`config.mk`:
```
export PLATFORM = sky130hd
export DESIGN_NAME = unique_key_table_top
export DESIGN_NICKNAME = d
export VERILOG_FILES = /design/src/rtl/core/ukt_pkg.sv /design/src/rtl/core/unique_key_table_top.sv /design/src/rtl/core/ukt_front.sv /design/src/rtl/core/ukt_back.sv
export SDC_FILE = /design/constraint.sdc
export NUM_CORES = 2
export LEC_CHECK = 0
export ABC_AREA = 0
export BUFFER_PORTS_ARGS = -buffer_cell sky130_fd_sc_hd__buf_2
export CAP_MARGIN = 40
export CORE_ASPECT_RATIO = 0.6
export CORE_MARGIN = 2
export CORE_UTILIZATION = 59
export CTS_BUF_LIST = sky130_fd_sc_hd__clkbuf_8
export CTS_CLUSTER_DIAMETER = 200
export CTS_CLUSTER_SIZE = 14
export DETAILED_ROUTE_END_ITERATION = 10
export HOLD_SLACK_MARGIN = 0.02
export PLACE_DENSITY = 0.82
export SLEW_MARGIN = 20
export SYNTH_ARGS = -nofsm -noshare
export SYNTH_HDL_FRONTEND = slang
export SYNTH_MEMORY_MAX_BITS = 65536
export SYNTH_SLANG_ARGS = --single-unit
```
`constraint.sdc`:
```
create_clock -name clk -period 4.8 [get_ports clk]
set_input_delay 0.24 -clock clk [delete_from_list [all_inputs] [get_ports clk]]
set_output_delay 0.24 -clock clk [all_outputs]
set_load 0.02 [all_outputs]
```
`src/rtl/core/ukt_pkg.sv`:
```
// shared types, codes and constants of the unique key table
package ukt_pkg;

    // field widths
    localparam int CMD_W    = 2;
    localparam int KEY_W    = 31;
    localparam int REQ_W    = 32;
    localparam int DATA_W   = 32;
    localparam int STATUS_W = 3;

    // default number of table entries
    localparam int CAPACITY_DEFAULT = 64;

    // depth of the request queue between front and back
    localparam int QUEUE_DEPTH = 2;

    // command codes on the cmd port
    localparam logic [CMD_W-1:0] CMD_FIND   = 2'd0;
    localparam logic [CMD_W-1:0] CMD_INSERT = 2'd1;
    localparam logic [CMD_W-1:0] CMD_ERASE  = 2'd2;

    // status codes on the status port
    localparam logic [STATUS_W-1:0] ST_OK        = 3'd0;
    localparam logic [STATUS_W-1:0] ST_BAD_KEY   = 3'd1;
    localparam logic [STATUS_W-1:0] ST_EXISTS    = 3'd2;
    localparam logic [STATUS_W-1:0] ST_NOT_FOUND = 3'd3;
    localparam logic [STATUS_W-1:0] ST_MEM_ERR   = 3'd4;

    // decoded operation
    typedef enum logic [1:0] {
        OP_FIND,
        OP_INSERT,
        OP_ERASE,
        OP_NOP
    } op_t;

    // classified request as it sits in the queue
    typedef struct packed {
        op_t               op;
        logic              key_ok;
        logic [KEY_W-1:0]  key;
        logic [DATA_W-1:0] value;
    } req_t;

    // back end sequencer
    typedef enum logic {
        BK_CMP,
        BK_EXEC
    } back_state_t;

endpackage

```
`src/rtl/core/unique_key_table_top.sv`:
```
// top level of the unique key table
//
//  port group                          dir   transfer
//  start, busy, cmd/req_key/req_value  in    at a clock edge with start high and busy low
//  done, status, found_value           out   one cycle with done high, no back pressure
//
// a request goes from the queue through the compare and result registers to done; the
// table engine runs compare then execute per request and pops the next only after execute
// a two-entry request queue takes new requests while the engine works; busy is
// high only when that queue is full
// reset empties the table at once, no clearing pass; results cannot be stalled
module unique_key_table_top #(
    parameter int CAPACITY = ukt_pkg::CAPACITY_DEFAULT
) (
    input  logic                                clk,
    input  logic                                rst_n,
    input  logic                                start,
    output logic                                busy,
    input  logic        [ukt_pkg::CMD_W-1:0]    cmd,
    input  logic signed [ukt_pkg::REQ_W-1:0]    req_key,
    input  logic signed [ukt_pkg::DATA_W-1:0]   req_value,
    output logic                                done,
    output logic        [ukt_pkg::STATUS_W-1:0] status,
    output logic signed [ukt_pkg::DATA_W-1:0]   found_value
);
    import ukt_pkg::*;

    logic   pop;
    logic   q_valid;
    req_t   q_req;

    // intake and request queue
    ukt_front u_front (
        .clk       (clk),
        .rst_n     (rst_n),
        .start     (start),
        .busy      (busy),
        .cmd       (cmd),
        .req_key   (req_key),
        .req_value (req_value),
        .pop       (pop),
        .q_valid   (q_valid),
        .q_req     (q_req)
    );

    // table engine
    ukt_back #(
        .CAPACITY (CAPACITY)
    ) u_back (
        .clk         (clk),
        .rst_n       (rst_n),
        .q_valid     (q_valid),
        .q_req       (q_req),
        .pop         (pop),
        .done        (done),
        .status      (status),
        .found_value (found_value)
    );

endmodule

```
`src/rtl/core/ukt_front.sv`:
```
// request intake: command decode, key check and the request queue
module ukt_front (
    input  logic                                clk,
    input  logic                                rst_n,
    input  logic                                start,
    output logic                                busy,
    input  logic        [ukt_pkg::CMD_W-1:0]    cmd,
    input  logic signed [ukt_pkg::REQ_W-1:0]    req_key,
    input  logic signed [ukt_pkg::DATA_W-1:0]   req_value,
    input  logic                                pop,
    output logic                                q_valid,
    output ukt_pkg::req_t                       q_req
);
    import ukt_pkg::*;

    localparam int PTR_W = (QUEUE_DEPTH > 1) ? $clog2(QUEUE_DEPTH) : 1;
    localparam int CNT_W = $clog2(QUEUE_DEPTH + 1);

    req_t               queue_mem [QUEUE_DEPTH];
    logic [PTR_W-1:0]   wr_ptr_reg;
    logic [PTR_W-1:0]   wr_ptr_next;
    logic [PTR_W-1:0]   rd_ptr_reg;
    logic [PTR_W-1:0]   rd_ptr_next;
    logic [CNT_W-1:0]   count_reg;
    logic [CNT_W-1:0]   count_next;
    logic               push;
    logic               pull;
    req_t               req_in;

    // classify the incoming request
    always_comb
    begin
        req_in.key_ok = (req_key != '0) && !req_key[REQ_W-1];
        req_in.key    = req_key[KEY_W-1:0];
        req_in.value  = req_value;
        case (cmd)
            CMD_FIND:   req_in.op = OP_FIND;
            CMD_INSERT: req_in.op = OP_INSERT;
            CMD_ERASE:  req_in.op = OP_ERASE;
            default:    req_in.op = OP_NOP;
        endcase
    end

    // queue handshake
    assign busy    = (count_reg == CNT_W'(QUEUE_DEPTH));
    assign push    = start && !busy;
    assign q_valid = (count_reg != '0);
    assign pull    = pop && q_valid;
    assign q_req   = queue_mem[rd_ptr_reg];

    // pointer and fill count update
    always_comb
    begin
        wr_ptr_next = wr_ptr_reg;
        rd_ptr_next = rd_ptr_reg;
        count_next  = count_reg;
        if (push)
        begin
            wr_ptr_next = (wr_ptr_reg == PTR_W'(QUEUE_DEPTH - 1)) ? '0 : wr_ptr_reg + 1'b1;
        end
        if (pull)
        begin
            rd_ptr_next = (rd_ptr_reg == PTR_W'(QUEUE_DEPTH - 1)) ? '0 : rd_ptr_reg + 1'b1;
        end
        if (push && !pull)
        begin
            count_next = count_reg + 1'b1;
        end
        else if (pull && !push)
        begin
            count_next = count_reg - 1'b1;
        end
    end

    always_ff @(posedge clk or negedge rst_n)
    begin
        if (!rst_n)
        begin
            wr_ptr_reg <= '0;
            rd_ptr_reg <= '0;
            count_reg  <= '0;
        end
        else
        begin
            wr_ptr_reg <= wr_ptr_next;
            rd_ptr_reg <= rd_ptr_next;
            count_reg  <= count_next;
        end
    end

    // queue storage
    always_ff @(posedge clk)
    begin
        if (push)
        begin
            queue_mem[wr_ptr_reg] <= req_in;
        end
    end

    // fill count never passes the depth
    a_count_bound: assert property (@(posedge clk) disable iff (!rst_n)
        count_reg <= CNT_W'(QUEUE_DEPTH))
        else $error("request queue overfilled");

    // an accepted request shows up in the queue
    a_push_seen: assert property (@(posedge clk) disable iff (!rst_n)
        push |=> q_valid)
        else $error("accepted request not queued");

    // a pull and no push lowers the count by one
    a_pull_count: assert property (@(posedge clk) disable iff (!rst_n)
        (pull && !push) |=> count_reg == $past(count_reg) - 1'b1)
        else $error("queue count lost track of a pull");

endmodule

```
`src/rtl/core/ukt_back.sv`:
```
// table engine: parallel key compare, entry store and result register
module ukt_back #(
    parameter int CAPACITY = ukt_pkg::CAPACITY_DEFAULT
) (
    input  logic                                clk,
    input  logic                                rst_n,
    input  logic                                q_valid,
    input  ukt_pkg::req_t                       q_req,
    output logic                                pop,
    output logic                                done,
    output logic        [ukt_pkg::STATUS_W-1:0] status,
    output logic signed [ukt_pkg::DATA_W-1:0]   found_value
);
    import ukt_pkg::*;

    localparam int IDX_W = (CAPACITY > 1) ? $clog2(CAPACITY) : 1;

    back_state_t            state_reg;
    back_state_t            state_next;
    logic                   exec_en;

    logic [CAPACITY-1:0]    valid_reg;
    logic [KEY_W-1:0]       cam_key_reg [CAPACITY];
    logic [DATA_W-1:0]      value_mem [CAPACITY];
    logic [DATA_W-1:0]      rd_data_reg;

    logic [CAPACITY-1:0]    match;
    logic [CAPACITY-1:0]    free_oh;
    logic [IDX_W-1:0]       match_idx;
    logic [IDX_W-1:0]       free_idx;

    req_t                   req_reg;
    logic                   hit_reg;
    logic                   full_reg;
    logic                   empty_reg;
    logic [IDX_W-1:0]       match_idx_reg;
    logic [IDX_W-1:0]       free_idx_reg;

    logic [STATUS_W-1:0]    status_next;
    logic                   ins_en;
    logic                   ers_en;
    logic                   rd_en;

    logic                   done_reg;
    logic [STATUS_W-1:0]    status_reg;
    logic                   sel_reg;

    // sequencer next state
    always_comb
    begin
        state_next = state_reg;
        case (state_reg)
            BK_CMP:
            begin
                if (q_valid)
                begin
                    state_next = BK_EXEC;
                end
            end
            BK_EXEC: state_next = BK_CMP;
            default: state_next = BK_CMP;
        endcase
    end

    // sequencer outputs
    always_comb
    begin
        pop     = 1'b0;
        exec_en = 1'b0;
        case (state_reg)
            BK_CMP:  pop = q_valid;
            BK_EXEC: exec_en = 1'b1;
            default: pop = 1'b0;
        endcase
    end

    always_ff @(posedge clk or negedge rst_n)
    begin
        if (!rst_n)
        begin
            state_reg <= BK_CMP;
        end
        else
        begin
            state_reg <= state_next;
        end
    end

    // key compare over every entry and lowest free entry
    always_comb
    begin
        match_idx = '0;
        free_idx  = '0;
        free_oh   = ~valid_reg & (valid_reg + CAPACITY'(1));
        for (int i = 0; i < CAPACITY; i++)
        begin
            match[i] = valid_reg[i] && (cam_key_reg[i] == q_req.key);
            if (match[i])
            begin
                match_idx = match_idx | IDX_W'(i);
            end
            if (free_oh[i])
            begin
                free_idx = free_idx | IDX_W'(i);
            end
        end
    end

    // compare results held for the execute cycle
    always_ff @(posedge clk)
    begin
        if (pop)
        begin
            req_reg       <= q_req;
            hit_reg       <= |match;
            full_reg      <= &valid_reg;
            empty_reg     <= ~|valid_reg;
            match_idx_reg <= match_idx;
            free_idx_reg  <= free_idx;
        end
    end

    // execute: status and table actions
    always_comb
    begin
        status_next = ST_OK;
        ins_en      = 1'b0;
        ers_en      = 1'b0;
        rd_en       = 1'b0;
        case (req_reg.op)
            OP_FIND:
            begin
                if (req_reg.key_ok && hit_reg)
                begin
                    rd_en = exec_en;
                end
                else
                begin
                    status_next = ST_NOT_FOUND;
                end
            end
            OP_INSERT:
            begin
                if (!req_reg.key_ok)
                begin
                    status_next = ST_BAD_KEY;
                end
                else if (full_reg)
                begin
                    status_next = ST_MEM_ERR;
                end
                else if (hit_reg)
                begin
                    status_next = ST_EXISTS;
                end
                else
                begin
                    ins_en = exec_en;
                end
            end
            OP_ERASE:
            begin
                if (empty_reg)
                begin
                    status_next = ST_MEM_ERR;
                end
                else if (!req_reg.key_ok)
                begin
                    status_next = ST_BAD_KEY;
                end
                else if (hit_reg)
                begin
                    ers_en = exec_en;
                end
                else
                begin
                    status_next = ST_NOT_FOUND;
                end
            end
            default: status_next = ST_OK;
        endcase
    end

    // entry valid bits
    always_ff @(posedge clk or negedge rst_n)
    begin
        if (!rst_n)
        begin
            valid_reg <= '0;
        end
        else
        begin
            if (ins_en)
            begin
                valid_reg[free_idx_reg] <= 1'b1;
            end
            if (ers_en)
            begin
                valid_reg[match_idx_reg] <= 1'b0;
            end
        end
    end

    // key cells
    always_ff @(posedge clk)
    begin
        if (ins_en)
        begin
            cam_key_reg[free_idx_reg] <= req_reg.key;
        end
    end

    // value store, registered read
    always_ff @(posedge clk)
    begin
        if (ins_en)
        begin
            value_mem[free_idx_reg] <= req_reg.value;
        end
        if (rd_en)
        begin
            rd_data_reg <= value_mem[match_idx_reg];
        end
    end

    // result register
    always_ff @(posedge clk or negedge rst_n)
    begin
        if (!rst_n)
        begin
            done_reg <= 1'b0;
        end
        else
        begin
            done_reg <= exec_en;
        end
    end

    always_ff @(posedge clk)
    begin
        if (exec_en)
        begin
            status_reg <= status_next;
            sel_reg    <= rd_en;
        end
    end

    assign done        = done_reg;
    assign status      = status_reg;
    assign found_value = sel_reg ? rd_data_reg : '0;

    // keys stay unique, so at most one entry matches
    a_unique_match: assert property (@(posedge clk) disable iff (!rst_n)
        pop |-> $onehot0(match))
        else $error("more than one entry matched a key");

    // a stored insert grows the table by one entry
    a_insert_grows: assert property (@(posedge clk) disable iff (!rst_n)
        ins_en |=> $countones(valid_reg) == $past($countones(valid_reg)) + 1)
        else $error("insert did not add one entry");

    // a successful erase shrinks the table by one entry
    a_erase_shrinks: assert property (@(posedge clk) disable iff (!rst_n)
        ers_en |=> $countones(valid_reg) + 1 == $past($countones(valid_reg)))
        else $error("erase did not remove one entry");

    // a value is only returned with an ok status
    a_value_ok: assert property (@(posedge clk) disable iff (!rst_n)
        (done && status != ST_OK) |-> found_value == '0)
        else $error("value returned with an error status");

    // results are never back to back
    a_done_gap: assert property (@(posedge clk) disable iff (!rst_n)
        done |=> !done)
        else $error("two results in consecutive cycles");

endmodule

```
Word level (Yosys, flattened, before mapping)
Memories as Yosys holds them, arrays and structs flattened. A register that Yosys moved wholly into a read port is not among the register bits.
Cells that the tools add are included.

operators by class
  add/sub/neg operators = 5
  $lt $le $gt $ge = 4
  equal/unequal tests = 69
  mux-type cells = 188
  bitwise gates (word level) = 6
  reduce and logical (&&, ||, !) cells = 95

operator list
  operator                                                                             number
  31-bit equality test                                                                 64
  6-bit two-way mux                                                                    60
  5-bit two-way mux                                                                    32
  64-bit AND                                                                           2
  64-bit two-way mux                                                                   2
  64-bit NOT                                                                           2
  64-bit OR reduction                                                                  2
  3-bit two-way mux                                                                    25
  1-bit logical AND                                                                    72
  64-bit by 1-bit adder with 64-bit output, second input constant                      1
  4-bit two-way mux                                                                    16
  64-bit OR                                                                            1
  64-bit AND reduction                                                                 1
  32-bit OR reduction                                                                  2
  1-bit two-way mux                                                                    37
  32-bit two-way mux                                                                   1
  32-bit nonzero test                                                                  1
  16-bit OR reduction                                                                  2
  2-bit two-way mux                                                                    10
  8-bit OR reduction                                                                   2
  6-bit by 7-bit < comparator with 1-bit output, second input constant                 2
  1-bit demux with 6-bit select                                                        2
  6-bit by 1-bit greater-or-equal comparator with 1-bit output, second input constant  2
  3-bit one-hot mux with 3 select lines                                                1
  other kinds (13)                                                                     25

storage, ports and cells
  flip-flop bits (word level) = 155
  memory bits (writable) = 4164
  logic and storage cells = 397
  memories kept = 3

memory list
  memory              depth  width  read ports  clocked after memory_dff  wr ports  RTL line         source
  u_back.value_mem    64     32     1           1                         1         ukt_back.sv:24   logic [DATA_W-1:0] value_mem [CAPACITY];
  u_back.cam_key_reg  64     31     64          0                         1         ukt_back.sv:23   logic [KEY_W-1:0] cam_key_reg [CAPACITY];
  u_front.queue_mem   2      66     1           0                         1         ukt_front.sv:19  req_t queue_mem [QUEUE_DEPTH];

Logic depth before layout (Yosys ltp)
An unclocked memory read counts as a cell.

  depth after elaboration = 64
  mapped depth = 14
  gate-level depth less buffers = 8

Modules after synthesis
A second synthesis with hierarchy kept.

unflattened totals
  cell total of the unflattened synthesis = 9619
  area, all modules = 169385.0 µm²

modules (own cells, without submodules)
  module     instances  cells an instance  area each (µm²)  seq. area each (µm²)
  ukt_back   1          9382               164231.3         126241.1
  ukt_front  1          237                5153.7           4063.9

Worst setup path before layout
Ideal clock, no wire load.

  path type = register -> register
  start point = reg u_back.req_reg[65] in the netlist's numbering
  end point = mem u_back.cam_key_reg[55][0] (enable)
  setup time = 0.486 ns
  arrival = 4.090 ns
  required time = 4.314 ns
  slack = 0.224 ns
  cell stages (with the launch flop) = 6
  buffers on the path = 0
  period minus slack after synthesis = 4.576 ns
  cells stage by stage = edfxtp_1 -> nand2b_1 -> nor4b_1 -> nor2b_1 -> nand3_1 -> nor2_1

between the ends
  cells in the longest elaborated chain, start to end = 4

ends and longest elaborated chain
  element                                         RTL line         source
  start, declared                                 ukt_back.sv:32   req_t req_reg;
  start signal, assigned                          ukt_back.sv:114  req_reg <= q_req;
  2-bit by 1-bit equality test with 1-bit output  ukt_back.sv:130  case (req_reg.op)
  1-bit two-way mux                               ukt_back.sv:130
  1-bit two-way mux                               ukt_back.sv:207  if (ins_en)
  1-bit two-way mux (implied by the code)         ukt_back.sv:209  cam_key_reg[free_idx_reg] <= req_reg.key;
  end, declared                                   ukt_back.sv:23

No other way between the ends.

Worst setup path after layout
  start point = reg u_front.rd_ptr_reg
  end point = reg u_back.hit_reg, data pin

between the ends
  cells in the longest elaborated chain, start to end = 4

ends and longest elaborated chain
  element                  RTL line         source
  start, declared          ukt_front.sv:22  logic [PTR_W-1:0] rd_ptr_reg;
  start signal, assigned   ukt_front.sv:86  rd_ptr_reg <= rd_ptr_next;
  memory 2 x 66 bit (*)    --
  31-bit equality test     ukt_back.sv:97   match[i] = valid_reg[i] && (cam_key_reg[i] == q_req.key);
  1-bit logical AND        ukt_back.sv:97
  64-bit OR reduction (*)  ukt_back.sv:115  hit_reg <= |match;
  end signal, assigned     ukt_back.sv:115
  end, declared            ukt_back.sv:33   logic hit_reg;

Every way passes the cells marked *; elsewhere a longest branch is shown, timed or not.
A chain may end at the register's enable or synchronous reset.

==> flow_summary.toml <==
[run_status]
status = "finished, violations left"
violations = "setup timing"

[synth]
synth-main-ff-cell = "edfxtp_1"
syn_area_sq_um = 170200
synth-seq-cells = 4351
yosys_warnings = 0
ys_seq_area_share_pct = 76.55
syn_nets = 9602
async_flop_share_pct = 1.609
synth_cell_types = 72
synth_edf_count = 4281
syn_inst = 9532
avgSynthCellArea_sq_um = 17.86

[power]
power.internal_mw = 64.77
seq_power_share_pct = 47.7
ir_worst_vdd_mv = 0.5813
p_per_area_nw_per_um2 = 559.0
sw_frac_of_total_pct = 37.61
p_switching_mw = 39.04
p_leak_nw = 56.96
totalPowerFinal_mw = 103.8
pwr-share-comb_pct = 34.3
p_clk_share_pct = 17.9

[worst_setup_path]
cp-startpoint = "u_front.rd_ptr_reg"
cp_max_fo = 25
worstPathRequired_ns = 5.72
critical_path_class = "reg -> reg"
rr_startpoint = "u_front.rd_ptr_reg"
cp-end-kind = "flip-flop"
crit_arrival_ns = 5.73
cp-start-kind = "flip-flop"
r2r_end = "u_back.hit_reg"
endpoint = "u_back.hit_reg"
rrSetupSlack_ns = -0.01
reg2regPathDepth = 11

[clocking]
cts_tree = "yes"
post_cts_resized = 0
ctsHoldBuffers = 136
clock_path_buffers = 4
cts_setup_buffers = 0
clkLatencyLatePin_ns = 1.13
cts.sinks = 4351
root_buffer = "clkbuf_8"
cts.clk_slew.worst_paths_ns = 0.10
cts_made_buffers = 352
htree_levels = 5

[routing]
routedWlPerCell_um = 39.00
postRouteAntennaNets = 0
wirelength_um = 551200
drc_errors = 0
viasPerCell = 7.246
first_pass_iters = 8
drtIter0Drc = 24615
vias = 102419

[timing]
tightest_slew_ns = 1.025
final.setup.tns_ns = -0.01450
max_freq_mhz = 207.7
finalCritPeriodShare_pct = 100.3
finalSetupViolations = 1
hold_viol = 0
rsz0062_at_grt = "no"
final.min_clock_period_ns = 4.814
timing.final.ws_setup_ns = -0.01450
drv_slew = 0
fin_skew_ns = 0.1249
maxSlewHeadroom_pct = 31.25

[floorplanning]
initial_core_util_pct = 59.44
core_area_sq_um = 286400
rows = 152
pin_count = 106
die_area_sq_um = 293000
die_h_um = 420.1
die_w_um = 697.5

[global_routing]
grt_pass1_wl_um = 748900
grt_pass1_vias = 96408
grt_antenna_before_repair = 41
grt_overflow = 0
grt_use_total_pct = 36.86
grt_max_degree = 82

[hold_path]
hold_path.class = "in -> reg"
hold_path.startpoint = "start"

[final_layout]
final_common_cell = "edfxtp_1"
layoutNonFillerInstCount = 14134
largest_reg_flops = 2048
fin_nets = 10256
area_delta_synth_final_pct = 9.091
final_cell_mix = "edfxtp_1 (4281), xnor2_1 (1164), xor2_1 (818)"
drive_gt1_share_pct = 11.87

[run]
cap_violations = 0

[placed_design]
gp_congestion = 0.9670
hpwl_um = 316200
port-buffer-count = 105
place_inst = 13525
[critical path, stage by stage (launching register included)]
cell	delay [ns]
dfrtp_4	0.67
buf_4	0.28
mux2i_4	0.29
buf_4	0.66
xnor2_1	0.12
nor4_1	0.83
nand4_1	0.30
o22ai_1	0.63
a211oi_1	0.33
nand4_1	0.20
buf_4	0.14
nand4bb_1	0.13
[Yosys cell counts (all sizes together) (3+ instances only)]
library cell	n	area (sq um)
edfxtp	4281	128600
xnor2	1168	10260
xor2	821	7213
a22oi	584	4384
nor4	410	2611
nand4	342	2146
buf	287	2804
a31oi	226	1414
a221oi	221	1936
a22o	221	1936
clkbuf	217	819.5
nor2	114	427.9
nand2	77	289.0
dfrtp	70	1752
o22a	64	560.5
inv	49	183.9
a21oi	47	235.2
nand3	41	205.2
and2	37	231.5
mux2	35	394.1
or4	35	266.5
mux2i	31	541.8
o22ai	21	156.4
nor3	19	100.1
o21ai	18	90.09
and3	13	81.33
nand3b	9	67.56
a211oi	8	60.06
or2	8	50.05
nand2b	7	43.79
nor2b	6	37.54
nor3b	6	45.04
or3	5	31.28
or3b	5	43.79
a311oi	3	26.28
a41oi	3	26.28
and4	3	26.28
[logic make-up (layout without fill, tap and decap cells)]
| family | after synthesis | count (layout) | synth area share, % |
|---|---|---|---|
| other cells | 0 | 16 | 0 |
| mux | 66 | 66 | 0.5498 |
| buf+inv | 553 | 1289 | 2.237 |
| xor+xnor | 1989 | 1989 | 10.26 |
| simple gates | 1144 | 1144 | 3.977 |
| compound gates | 1428 | 1428 | 6.419 |
| fa+ha+maj | 1 | 1 | 0.007349 |
| flops | 4351 | 4351 | 76.55 |
[per-stage QoR]
| stage | hold slack (ns) | worst slack (ns) | util [%] | cell area (sq um) |
|---|---|---|---|---|
| CTS | 0.05973 | 0.3389 | 64.71 | 185300 |
| detailed placement | 0.1747 | 0.3514 | 62.39 | 178700 |
| floorplan | -0.05559 | 0.2242 | - | 170200 |
| global placement | 0.1674 | 0.3099 | 62.25 | 178300 |
| global route | 0.1588 | 0.1755 | 64.83 | 185700 |
| finish | 0.1203 | -0.01450 | 64.84 | 185700 |
[worst min path at each step]
stage | end | depth (start not counted)
floorplan | u_back.done | 0
global placement | u_front.wr_ptr_reg | 1
detailed placement | u_front.count_reg[0] | 1
CTS | u_front.wr_ptr_reg | 4
global route | u_front.wr_ptr_reg | 4
finish | u_front.wr_ptr_reg | 4
[power by group through the flow]
| stage | combinational, mW | sequential, mW | clock (mW) |
|---|---|---|---|
| after global placement | 32.1 | 50.4 | 0 |
| after CTS | 33.7 | 49.4 | 18.4 |
| final | 35.6 | 49.5 | 18.6 |
| after global routing | 35.8 | 49.5 | 19.7 |
| after detailed placement | 33.4 | 50.3 | 0 |
| after floorplan | 16.1 | 52.2 | 0 |
[metal layers]
| layer | GRT usage (%) | vias up | share of wire [%] |
|---|---|---|---|
| met5 | 0 | - | 0.033 |
| met4 | 14.04 | 26 | 4.7 |
| met3 | 17.61 | 1733 | 21 |
| met2 | 49.87 | 11826 | 40 |
| met1 | 51.78 | 50152 | 34 |
| li1 | - | 38682 | - |
[final cells by class]
cell class / count / area (sq um)
Timing Repair Buffer: 804 / 8215
Antenna cell: 16 / 40.04
Clock buffer: 358 / 4927
Multi-Input combinational cell: 4628 / 36850
Sequential cell: 4351 / 130300
Tap cell: 3850 / 4817
Clock inverter: 78 / 359.1
Inverter: 49 / 186.4
Fill cell: 18442 / 100700
No activity file was read; power rests on OpenSTA's default activity.
